<file path="config.mk">
export PLATFORM = sky130hd
export DESIGN_NAME = palette_pixel_unpacker_flat
export DESIGN_NICKNAME = d
export VERILOG_FILES = /design/src/hdl/ppu_pkg.sv /design/src/hdl/ppu_ifs.sv /design/src/hdl/ppu_out_fifo.sv /design/src/hdl/palette_pixel_unpacker.sv /design/src/flat_wrapper.sv
export SDC_FILE = /design/constraint.sdc
export NUM_CORES = 1
export LEC_CHECK = 0
export BUFFER_PORTS_ARGS = -buffer_cell sky130_fd_sc_hd__clkbuf_2
export CORE_MARGIN = 2
export CORE_UTILIZATION = 40
export DETAILED_ROUTE_END_ITERATION = 7
export PLACE_DENSITY_LB_ADDON = 0.2
export SLEW_MARGIN = 25
export SYNTH_ARGS = -nofsm -noshare
export SYNTH_HDL_FRONTEND = slang
export SYNTH_SLANG_ARGS = --single-unit
</file>
<file path="constraint.sdc">
create_clock -name clock -period 6.5 [get_ports clock]
set_input_delay 0.65 -clock clock [delete_from_list [all_inputs] [get_ports clock]]
set_output_delay 0.65 -clock clock [all_outputs]
set_load 0.1 [all_outputs]
</file>
<file path="src/hdl/ppu_pkg.sv">
// ----------------------------------------------------------------------------
// ppu_pkg: shared constants and types of the palette pixel unpacker
// Opcodes, frame geometry, palette size and the result entry layout.
// ----------------------------------------------------------------------------
package ppu_pkg;

   // index width and frame geometry
   localparam int INDEX_BITS    = 4;
   localparam int FRAME_WIDTH   = 160;
   localparam int FRAME_HEIGHT  = 80;

   localparam int PALETTE_DEPTH = 1 << INDEX_BITS;
   localparam int FRAME_PIXELS  = FRAME_WIDTH * FRAME_HEIGHT;
   localparam int PIX_CNT_W     = $clog2(FRAME_PIXELS + 1);
   localparam int BITS_CNT_W    = $clog2(INDEX_BITS + 1);

   localparam int BYTE_BITS     = 8;
   localparam int AVAIL_W       = $clog2(BYTE_BITS + 1);
   localparam int COLOR_W       = 16;
   localparam int SLOT_W        = 8;

   // request opcodes
   localparam logic [1:0] OP_LOAD  = 2'd0;
   localparam logic [1:0] OP_START = 2'd1;
   localparam logic [1:0] OP_IMAGE = 2'd2;

   // display memory-write command
   localparam logic [COLOR_W-1:0] CMD_MEMORY_WRITE = 16'h002C;

   // result buffer
   localparam int OUT_DEPTH = 4;
   localparam int OUT_PTR_W = $clog2(OUT_DEPTH);
   localparam int OUT_LVL_W = $clog2(OUT_DEPTH + 1);

   typedef logic [INDEX_BITS-1:0] index_type;

   typedef struct packed {
      logic               is_command;
      logic [COLOR_W-1:0] out_word;
      logic               frame_end;
      logic               run_last;
   } rsp_entry_type;

endpackage

</file>
<file path="src/hdl/ppu_ifs.sv">
// ----------------------------------------------------------------------------
// ppu channel interfaces
// Valid/ready channels for requests into and results out of the unpacker.
// ----------------------------------------------------------------------------
interface ppu_req_if;
   logic       valid;
   logic       ready;
   logic [1:0] opcode;
   logic [7:0] palette_slot;
   logic [15:0] palette_color;
   logic [7:0] image_byte;

   modport source (output valid, output opcode, output palette_slot,
                   output palette_color, output image_byte, input ready);
   modport sink   (input valid, input opcode, input palette_slot,
                   input palette_color, input image_byte, output ready);
endinterface

interface ppu_rsp_if;
   logic        valid;
   logic        ready;
   logic        is_command;
   logic [15:0] out_word;
   logic        frame_end;
   logic        run_last;

   modport source (output valid, output is_command, output out_word,
                   output frame_end, output run_last, input ready);
   modport sink   (input valid, input is_command, input out_word,
                   input frame_end, input run_last, output ready);
endinterface

</file>
<file path="src/hdl/ppu_out_fifo.sv">
// ----------------------------------------------------------------------------
// ppu_out_fifo: result buffer of the palette pixel unpacker
// Small register fifo that drives the result channel; the producer only
// pushes when it holds a credit, so a push never finds the buffer full.
// ----------------------------------------------------------------------------
module ppu_out_fifo (
   input  logic                          clock,
   input  logic                          reset,
   input  logic                          push_valid,
   input  ppu_pkg::rsp_entry_type        push_entry,
   output logic [ppu_pkg::OUT_LVL_W-1:0] level,
   ppu_rsp_if.source                     rsp_chan
);
   import ppu_pkg::*;

   rsp_entry_type          entry_ff [OUT_DEPTH];
   logic [OUT_PTR_W-1:0]   wr_ptr_ff, wr_ptr_in;
   logic [OUT_PTR_W-1:0]   rd_ptr_ff, rd_ptr_in;
   logic [OUT_LVL_W-1:0]   level_ff, level_in;
   logic                   pop;
   rsp_entry_type          head;

   assign head  = entry_ff[rd_ptr_ff];
   assign pop   = rsp_chan.valid && rsp_chan.ready;
   assign level = level_ff;

   assign rsp_chan.valid      = (level_ff != '0);
   assign rsp_chan.is_command = head.is_command;
   assign rsp_chan.out_word   = head.out_word;
   assign rsp_chan.frame_end  = head.frame_end;
   assign rsp_chan.run_last   = head.run_last;

   always_comb begin
      wr_ptr_in = push_valid ? wr_ptr_ff + 1'b1 : wr_ptr_ff;
      rd_ptr_in = pop ? rd_ptr_ff + 1'b1 : rd_ptr_ff;
      level_in  = level_ff;
      if (push_valid && !pop) begin
         level_in = level_ff + 1'b1;
      end else if (!push_valid && pop) begin
         level_in = level_ff - 1'b1;
      end
   end

   always_ff @(posedge clock) begin
      if (reset) begin
         wr_ptr_ff <= '0;
         rd_ptr_ff <= '0;
         level_ff  <= '0;
      end else begin
         wr_ptr_ff <= wr_ptr_in;
         rd_ptr_ff <= rd_ptr_in;
         level_ff  <= level_in;
      end
   end

   always_ff @(posedge clock) begin
      if (push_valid) begin
         entry_ff[wr_ptr_ff] <= push_entry;
      end
   end

endmodule

</file>
<file path="src/hdl/palette_pixel_unpacker.sv">
// ----------------------------------------------------------------------------
// palette_pixel_unpacker: packed palette indexes to 16-bit display colors
// Unpacks image bytes lsb first into indexes, looks each one up in a palette
// memory and emits color words; a start request emits the memory-write
// command and restarts the frame.
// ----------------------------------------------------------------------------
// a request waits in the unpack stage, its palette read and tags are registered in
//   the read stage, and its result is then buffered; one result per cycle while
//   the buffer has credit; an image byte holds the unpack stage until it has yielded
//   its pixels (up to two at 4 bits), and a new request is taken as the old one finishes
// the rate is set by the single read port of the palette memory
// reset clears the unpacker, pixel count and result buffer; palette entries
//   hold nothing defined until they are loaded
module palette_pixel_unpacker (
   input  logic      clock,
   input  logic      reset,
   ppu_req_if.sink   req_chan,
   ppu_rsp_if.source rsp_chan
);
   import ppu_pkg::*;

   // request held in the unpack stage
   logic                  item_valid_ff, item_valid_in;
   logic [1:0]            item_op_ff;
   logic [SLOT_W-1:0]     item_slot_ff;
   logic [COLOR_W-1:0]    item_color_ff;
   logic [BYTE_BITS-1:0]  shreg_ff, shreg_in;
   logic [AVAIL_W-1:0]    avail_ff, avail_in;

   // unpacker state
   index_type             partial_ff, partial_in;
   logic [BITS_CNT_W-1:0] bits_ff, bits_in;
   logic [PIX_CNT_W-1:0]  pix_cnt_ff, pix_cnt_in;

   // palette memory and read stage
   logic [COLOR_W-1:0]    palette_mem [PALETTE_DEPTH];
   logic [COLOR_W-1:0]    rd_data_ff;
   logic                  s1_valid_ff, s1_valid_in;
   logic                  s1_cmd_ff, s1_fend_ff, s1_last_ff;

   // step logic
   logic                  req_fire;
   logic                  is_load, is_start, is_image;
   logic                  frame_done, needs_emit, credit_ok, step_go, item_done;
   logic [AVAIL_W-1:0]    take, avail_after;
   logic [BYTE_BITS-1:0]  take_mask, new_bits, shreg_after;
   logic [15:0]           idx_wide;
   index_type             step_index;
   logic [PIX_CNT_W-1:0]  pix_after;
   logic                  frame_end, byte_last;
   logic                  mem_wr_en, mem_rd_en;

   logic [OUT_LVL_W-1:0]  fifo_level;
   rsp_entry_type         push_entry;

   assign is_load  = (item_op_ff == OP_LOAD);
   assign is_start = (item_op_ff == OP_START);
   assign is_image = (item_op_ff == OP_IMAGE);

   // one index per step: gather the missing bits from the front of the byte
   assign take        = AVAIL_W'(INDEX_BITS) - AVAIL_W'(bits_ff);
   assign take_mask   = BYTE_BITS'((9'd1 << take) - 9'd1);
   assign new_bits    = shreg_ff & take_mask;
   assign idx_wide    = 16'(partial_ff) | (16'(new_bits) << bits_ff);
   assign step_index  = idx_wide[INDEX_BITS-1:0];
   assign avail_after = avail_ff - take;
   assign shreg_after = shreg_ff >> take;

   assign frame_done = (pix_cnt_ff == PIX_CNT_W'(FRAME_PIXELS));
   assign pix_after  = pix_cnt_ff + 1'b1;
   assign frame_end  = (pix_after == PIX_CNT_W'(FRAME_PIXELS));
   // too few bits left for a whole index, or the frame ends: this pixel closes the byte
   assign byte_last  = frame_end || (avail_after < AVAIL_W'(INDEX_BITS));

   // credit: results in flight plus buffered must fit in the buffer
   assign credit_ok = ((OUT_LVL_W + 1)'(fifo_level) + (OUT_LVL_W + 1)'(s1_valid_ff))
                      < (OUT_LVL_W + 1)'(OUT_DEPTH);

   assign needs_emit = is_start || (is_image && !frame_done);
   assign step_go    = item_valid_ff && (!needs_emit || credit_ok);
   assign item_done  = step_go && (!is_image || frame_done || byte_last);

   assign req_chan.ready = !item_valid_ff || item_done;
   assign req_fire       = req_chan.valid && req_chan.ready;

   // load writes land after all reads of earlier bytes were issued
   assign mem_wr_en = step_go && is_load && ((9)'(item_slot_ff) < (9)'(PALETTE_DEPTH));
   assign mem_rd_en = step_go && is_image && !frame_done;

   always_comb begin
      item_valid_in = item_valid_ff;
      shreg_in      = shreg_ff;
      avail_in      = avail_ff;
      partial_in    = partial_ff;
      bits_in       = bits_ff;
      pix_cnt_in    = pix_cnt_ff;

      if (item_done) begin
         item_valid_in = 1'b0;
      end else if (step_go && is_image) begin
         // more pixels to come from this byte
         shreg_in = shreg_after;
         avail_in = avail_after;
      end
      if (req_fire) begin
         item_valid_in = 1'b1;
         shreg_in      = req_chan.image_byte;
         avail_in      = AVAIL_W'(BYTE_BITS);
      end

      if (step_go && is_start) begin
         partial_in = '0;
         bits_in    = '0;
         pix_cnt_in = '0;
      end else if (mem_rd_en) begin
         pix_cnt_in = pix_after;
         if (byte_last && !frame_end) begin
            // leftover bits start the next index
            partial_in = shreg_after[INDEX_BITS-1:0];
            bits_in    = BITS_CNT_W'(avail_after);
         end else begin
            partial_in = '0;
            bits_in    = '0;
         end
      end

      s1_valid_in = step_go && needs_emit;
   end

   always_ff @(posedge clock) begin
      if (reset) begin
         item_valid_ff <= 1'b0;
         partial_ff    <= '0;
         bits_ff       <= '0;
         pix_cnt_ff    <= '0;
         s1_valid_ff   <= 1'b0;
      end else begin
         item_valid_ff <= item_valid_in;
         partial_ff    <= partial_in;
         bits_ff       <= bits_in;
         pix_cnt_ff    <= pix_cnt_in;
         s1_valid_ff   <= s1_valid_in;
      end
   end

   // request payload
   always_ff @(posedge clock) begin
      shreg_ff <= shreg_in;
      avail_ff <= avail_in;
      if (req_fire) begin
         item_op_ff    <= req_chan.opcode;
         item_slot_ff  <= req_chan.palette_slot;
         item_color_ff <= req_chan.palette_color;
      end
   end

   // palette memory, one write and one registered read port
   always_ff @(posedge clock) begin
      if (mem_wr_en) begin
         palette_mem[item_slot_ff[INDEX_BITS-1:0]] <= item_color_ff;
      end
      if (mem_rd_en) begin
         rd_data_ff <= palette_mem[step_index];
      end
   end

   // tags that travel beside the memory read
   always_ff @(posedge clock) begin
      if (s1_valid_in) begin
         s1_cmd_ff  <= is_start;
         s1_fend_ff <= is_image && frame_end;
         s1_last_ff <= is_start || byte_last;
      end
   end

   always_comb begin
      push_entry.is_command = s1_cmd_ff;
      push_entry.out_word   = s1_cmd_ff ? CMD_MEMORY_WRITE : rd_data_ff;
      push_entry.frame_end  = s1_fend_ff;
      push_entry.run_last   = s1_last_ff;
   end

   ppu_out_fifo u_out_fifo (
      .clock      (clock),
      .reset      (reset),
      .push_valid (s1_valid_ff),
      .push_entry (push_entry),
      .level      (fifo_level),
      .rsp_chan   (rsp_chan)
   );

   // a push always finds room in the buffer
   a_credit: assert property (@(posedge clock) disable iff (reset)
      s1_valid_ff |-> (fifo_level != OUT_LVL_W'(OUT_DEPTH)))
      else $error("result pushed into a full buffer");

   // gathered bits never amount to a whole index between steps
   a_bits: assert property (@(posedge clock) disable iff (reset)
      bits_ff < BITS_CNT_W'(INDEX_BITS))
      else $error("partial index holds a complete index");

   a_pix: assert property (@(posedge clock) disable iff (reset)
      pix_cnt_ff <= PIX_CNT_W'(FRAME_PIXELS))
      else $error("pixel count past end of frame");

   // the command word is alone for its request and never ends a frame
   a_cmd: assert property (@(posedge clock) disable iff (reset)
      (s1_valid_ff && s1_cmd_ff) |-> (s1_last_ff && !s1_fend_ff))
      else $error("command word with wrong flags");

   // bytes after a finished frame produce nothing
   a_frame_stop: assert property (@(posedge clock) disable iff (reset)
      (item_valid_ff && is_image && frame_done) |=> !s1_valid_ff)
      else $error("result from a byte after frame end");

endmodule

</file>
<file path="src/flat_wrapper.sv">
// flat-port wrapper written by rule: the top's interface ports become plain ports
module palette_pixel_unpacker_flat import ppu_pkg::*;
  (clock, reset, req_chan_valid, req_chan_opcode, req_chan_palette_slot, req_chan_palette_color, req_chan_image_byte, req_chan_ready, rsp_chan_valid, rsp_chan_is_command, rsp_chan_out_word, rsp_chan_frame_end, rsp_chan_run_last, rsp_chan_ready);
  ppu_req_if req_chan_i ();
  ppu_rsp_if rsp_chan_i ();
  input  logic clock;
  input  logic reset;
  input wire logic [$bits(req_chan_i.valid)-1:0] req_chan_valid;
  input wire logic [$bits(req_chan_i.opcode)-1:0] req_chan_opcode;
  input wire logic [$bits(req_chan_i.palette_slot)-1:0] req_chan_palette_slot;
  input wire logic [$bits(req_chan_i.palette_color)-1:0] req_chan_palette_color;
  input wire logic [$bits(req_chan_i.image_byte)-1:0] req_chan_image_byte;
  output wire logic [$bits(req_chan_i.ready)-1:0] req_chan_ready;
  output wire logic [$bits(rsp_chan_i.valid)-1:0] rsp_chan_valid;
  output wire logic [$bits(rsp_chan_i.is_command)-1:0] rsp_chan_is_command;
  output wire logic [$bits(rsp_chan_i.out_word)-1:0] rsp_chan_out_word;
  output wire logic [$bits(rsp_chan_i.frame_end)-1:0] rsp_chan_frame_end;
  output wire logic [$bits(rsp_chan_i.run_last)-1:0] rsp_chan_run_last;
  input wire logic [$bits(rsp_chan_i.ready)-1:0] rsp_chan_ready;
  assign req_chan_i.valid = req_chan_valid;
  assign req_chan_i.opcode = req_chan_opcode;
  assign req_chan_i.palette_slot = req_chan_palette_slot;
  assign req_chan_i.palette_color = req_chan_palette_color;
  assign req_chan_i.image_byte = req_chan_image_byte;
  assign req_chan_ready = req_chan_i.ready;
  assign rsp_chan_valid = rsp_chan_i.valid;
  assign rsp_chan_is_command = rsp_chan_i.is_command;
  assign rsp_chan_out_word = rsp_chan_i.out_word;
  assign rsp_chan_frame_end = rsp_chan_i.frame_end;
  assign rsp_chan_run_last = rsp_chan_i.run_last;
  assign rsp_chan_i.ready = rsp_chan_ready;
  palette_pixel_unpacker u_core (.clock(clock), .reset(reset), .req_chan(req_chan_i), .rsp_chan(rsp_chan_i));
endmodule
</file>
; ---- Word level (Yosys, flattened, before mapping)
; Memories as Yosys holds them, arrays and structs flattened. A register that Yosys moved wholly into a read port is not among the register bits.
; Index checks and enable logic that the tools add are counted.
[word_totals]
elab_cells = 94
inputBits = 38
output_inout_bits = 21
memories = 2
ff_bits = 71
ram_bits = 332
[classes]
shift = 3
n_mux = 16
bitwise_logic = 3
n_reduce_logical = 37
add_sub_neg = 9
n_eq_ne = 5
n_lt_le_gt_ge = 3
[mem_list]
columns = name, depth, word_bits, read_ports, rd_clocked_by_memory_dff, wr, line
row1 = u_core.palette_mem, 16, 16, 1, 1, 1, palette_pixel_unpacker.sv:36  ; logic [COLOR_W-1:0] palette_mem [PALETTE_DEPTH];
row2 = u_core.u_out_fifo.entry_ff, 4, 19, 1, 1, 1, ppu_out_fifo.sv:16  ; rsp_entry_type entry_ff [OUT_DEPTH];
[ops]
columns = cell, count
row1 = == test 14 bit (second input constant), 2
row2 = two-way mux 8 bit, 3
row3 = two-way mux 16 bit, 1
row4 = logical AND 1 bit, 15
row5 = adder 14 x 1 -> 14 bit (second input constant), 1
row6 = two-way mux 3 bit, 3
row7 = bitwise AND 8 bit, 1
row8 = < comparator 4 x 3 -> 1 bit (second input constant), 2
row9 = < comparator 8 x 5 -> 1 bit (second input constant), 1
row10 = << shifter 1 x 4 -> 8 bit (first input constant), 1
row11 = << shifter 8 x 3 -> 4 bit, 1
row12 = >> shifter 8 x 4 -> 8 bit, 1
row13 = subtractor 8 x 1 -> 8 bit (second input constant), 1
row14 = zero test 1 bit, 7
row15 = logical OR 1 bit, 7
row16 = two-way mux 1 bit, 6
row17 = nonzero test 2 bit, 3
row18 = adder 2 x 1 -> 2 bit (second input constant), 2
row19 = adder 3 x 1 -> 4 bit, 1
row20 = two-way mux 2 bit, 2
row21 = two-way mux 4 bit, 1
row22 = OR 4 bit, 1
row23 = AND reduction 2 bit, 2
row24 = subtractor 3 x 3 -> 4 bit (first input constant), 1
row25 = 10 further kinds, 10

; ---- Depth between registers and ports, before layout
[logic_depth]
depth_word = 12
depth_mapped = 15
depth_no_buf = 12

; ---- Modules after synthesis
; A second synthesis with hierarchy kept.
[unflattened]
hier_cells = 892
area_unflattened_um2 = 16892.5
[modules_own_cells]
columns = module, n_inst, seq_area_each_um2, cells_each, area_each_um2
row1 = palette_pixel_unpacker, 1, 9819.4, 750, 13675.6
row2 = ppu_out_fifo, 1, 2462.4, 142, 3216.8

; ---- Worst setup path before layout
; OpenSTA, ideal clock, no wires.
[synth_path]
kind = register -> output
from = register u_core.bits_ff[0]
to = output req_chan_ready
path_stages_with_launch = 13
path_buffers = 2
t_arrival_ps = 4275
path_slack_ps = 1575
required_time_ps = 5850
path_cell_list = dfxtp_1 > clkbuf_1 > inv_1 > ha_1 > ha_1 > clkbuf_1 > inv_1 > ha_1 > nor2b_1 > a221oi_1 > xnor3_1 > a211oi_1 > a21oi_1
[synth_between]
elab_chain_cells = 7
[synth_lines]
columns = element, line
row1 = start: declaration, palette_pixel_unpacker.sv:32  ; logic [BITS_CNT_W-1:0] bits_ff, bits_in;
row2 = start signal: assignment, palette_pixel_unpacker.sv:140  ; bits_ff <= bits_in;
row3 = subtractor 3 x 3 -> 4 bit, palette_pixel_unpacker.sv:61  ; assign take = AVAIL_W'(INDEX_BITS) - AVAIL_W'(bits_ff);
row4 = subtractor 4 bit, palette_pixel_unpacker.sv:66  ; assign avail_after = avail_ff - take;
row5 = < comparator 4 x 3 -> 1 bit, palette_pixel_unpacker.sv:73  ; assign byte_last = frame_end || (avail_after < AVAIL_W'(INDEX_BITS));
row6 = logical OR 1 bit, palette_pixel_unpacker.sv:73
row7 = logical OR 1 bit, palette_pixel_unpacker.sv:81  ; assign item_done = step_go && (!is_image || frame_done || byte_last);
row8 = logical AND 1 bit, palette_pixel_unpacker.sv:81
row9 = logical OR 1 bit, palette_pixel_unpacker.sv:83  ; assign req_chan.ready = !item_valid_ff || item_done;
row10 = end: declaration, flat_wrapper.sv:13  ; output wire logic [$bits(req_chan_i.ready)-1:0] req_chan_ready;
; No other way between the ends.

; ---- Worst setup path in the final report
; Same ends and word-level chain as after synthesis.

==> metrics.txt <==
status=completed; clock buffer depth=3; synthesized area per cell=between 15 and 20 um2; Primary FF master, synth=edfxtp_1; PostCTS Resize Cnt=0; Worst EP arrival=around 4.6 ns; Clk Latency, worst-skew pair=between 0.5 and 0.6 ns; Startpoint Class=flip-flop; GPL Wtd Cong=between 0.7 and 0.8; post-CTS setup buffer count=0; Sw Share=25.0%; Fin Hold WS=roughly 0.27 ns; setup TNS=0 ns; worst reg2reg setup slack=about 1.5 ns; Hold Path End=u_core.item_color_ff[10]; P_leak=slightly above 0.006 uW; worst hold path class=input port to flip-flop; Die X=208 um; hold buffers post-CTS=0; mux contribution to synthesized area=between 10 and 15%; IO Count=59; post-layout min period=about 5.3 ns; measured slew at the worst slew-check pin=a little under 1 ns; largest family of logic cells by synthesized area=multiplexers; Fin. Hold Viols=0; global-route wire length before repair=around 52 mm; Clock Pin Slew Worst Setup and Hold Paths=around 0.06 ns; post-route ant nets=0; Mapped Area=~17000 um2; final worst path period share=between 80% and 90%; RSZ-0062 raised after global routing=false; PwrDens=roughly 320 nW/um2; number of buffers added on ports=between 50 and 60; Max FO, Critical Path=22; Int Power=approximately 4600 uW; hold-critical path depth=1; Synth warnings=0; Std-Cell Core Area=~40000 um2; clock group share of total power=~38%; via count=8332; GRT overflow=0; root buf cell=clkbuf_16; simple logic cell fraction of the synthesized area=under 10%; DR WL/cell=21.9 um; CP most frequent cell=ha_1; crit end category=output pin; Worst EP required=just under 6 ns; XOR/XNOR share of the synthesized area=under 10%; final WL=between 30 and 40 mm; CTS tree=yes; #FFs+latches synth=421; Flop pwr share=around 50%; drt drc=0; Post-Place Cell Area=~18000 um2; Max Cap Viol=0; Comb power frac=12.2%; Nets=between 1000 and 1500; diodes inserted=0; Worst Clk Skew=~0.025 ns; share of cells above drive strength 1=about a quarter; Syn Inst Count=about 900; Post-synth EDFFs=about 390; total track usage=16.1%; initial antenna violation count=0; Cell Rows=between 70 and 80; Max VDD drop=0.194 mV; Starting Density=about two fifths; final setup fails=0; 1st-iter DRT viols=574; H-tree Lvls=2; First-pass DRT Iterations=4; Vias per Instance=roughly 5.4; family with the most delay on the worst path=adder cells; post-synthesis cell type count=58; NetSw=roughly 1500 uW; Peak Freq=between 150 and 200 MHz; Area contributors post-synth=edfxtp_1 (69%), mux4_2 (11%), dfxtp_1 (4.3%); Synth area leader=edfxtp_1; Worst Hold Launch=req_chan_palette_color[10]; CP max stage cell=dfxtp_1; pins over their slew limit=0; post-layout util=approximately 47%; Compound-Gate Fraction of Synth Area=under 10%; reg2reg start=u_core.bits_ff[0]; number of global-route vias before repair=~8600; Final Instance Area=~19000 um2; sequential area share after synthesis=~74%; clk sinks=around 420; asr flop ratio synth=0%; CP peak stage delay=roughly 0.83 ns; Slew Limit Headroom=a little over a third; critical path class=flip-flop to output pin; post-synth top area share=between 60% and 70%; HPWL after DPL=a little under 20 mm; Die H=roughly 210 um; synthesized net count=roughly 960; largest net degree at the start of global routing=between 60 and 70; CTS buffer count=44; synth-to-layout area growth=14.5%; R2R depth=13; post-synthesis adder-cell area fraction=1.44%; worst path bufs/invs=3; CP Cell Sequence=inv_1 -> ha_1 -> ha_1 -> inv_1 -> ha_1 -> nor2b_1 -> a221oi_1 -> xnor3_1 -> a211oi_1 -> a21oi_1 -> clkbuf_2; die area=roughly 43000 um2; critical path depth=11; r2r endpoint=u_core.avail_ff[0]
[metrics by stage]
stage          setup slack [ns]  cells  power, uW
4_1_cts                    1.23   1553       6250
6_report                   1.22   1553       6160
5_1_grt                   0.931   1553       6400
3_5_place_dp               1.53   1474       3920
3_3_place_gp               1.66   1474       3910
2_1_floorplan              1.57    903       3730
[cells in the final DEF, fill, tap and decap left out, types with 7 or more instances in the layout]
cell type	count
nand2_1	52
edfxtp_1	385
clkinv_2	7
mux2i_1	9
a21oi_1	15
buf_4	20
nor2b_1	17
clkbuf_2	58
ha_1	16
nand3_1	11
clkbuf_1	13
nor2_1	33
mux4_2	84
clkbuf_16	46
nor4_1	9
xnor2_1	17
dfxtp_1	36
inv_1	21
nand2b_1	7
clkinv_1	10
a22oi_1	33
[how the worst max path moves through the flow]
stage,start,end,slack (ns)
after CTS,u_core.bits_ff[0],req_chan_ready,1.23
after detailed placement,u_core.bits_ff[0],u_core.avail_ff[1],1.53
after floorplan,u_core.bits_ff[0],req_chan_ready,1.57
after global placement,u_core.bits_ff[0],u_core.item_color_ff[8],1.66
final,u_core.bits_ff[0],req_chan_ready,1.22
after global routing,u_core.bits_ff[0],req_chan_ready,0.93
[synth_stat cells, types with 9 or more instances]
cell type	instances
edfxtp_1	385
mux4_2	84
nand2_1	52
nor2_1	41
dfxtp_1	36
a22oi_1	33
clkbuf_1	27
inv_1	21
nor2b_1	17
xnor2_1	17
a21oi_1	16
ha_1	16
nand3_1	11
nor3_1	10
mux2i_1	9
nor4_1	9
[registers in the layout, indices dropped and copies added (netlist names), 3 cells and up, named ones only]
name	count
u_core.bits_ff	3
u_core.item_slot_ff	8
u_core.u_out_fifo.entry_ff	76
u_core.avail_ff	4
u_core.u_out_fifo.level	3
u_core.palette_mem	256
u_core.shreg_ff	8
u_core.partial_ff	4
u_core.rd_data_ff	16
u_core.item_color_ff	16
u_core.pix_cnt_ff	14
[layer usage]
layer  GRT usage [%]  wire length, um
met1            22.3            15500
met2            26.2            16400
met3            2.64             1490
met4            4.99              646
met5               0                0
[power by group through the flow]
stage                     Combinational (uW)  Sequential, uW  Clock [uW]
after floorplan                          609            3120           0
after global placement                   754            3150           0
after detailed placement                 761            3160           0
after CTS                                762            3100        2380
after global routing                     805            3110        2490
final                                    749            3100        2310
[cells by family after synthesis]
logic type,after synthesis
compound gates,87
xor+xnor,23
mux,103
simple gates,190
fa+ha+maj,18
flops,421
buf+inv,61
[layout make-up]
cell class / count / area, um2
clock buffers: 60 / 1210
clock inverters: 19 / 119
fillers: 3487 / 21900
inverters: 21 / 78.8
multi-input cells: 421 / 4310
flip-flops and latches: 421 / 12300
well taps: 532 / 666
repair buffers: 79 / 460
(Power assumes the default switching activity.)
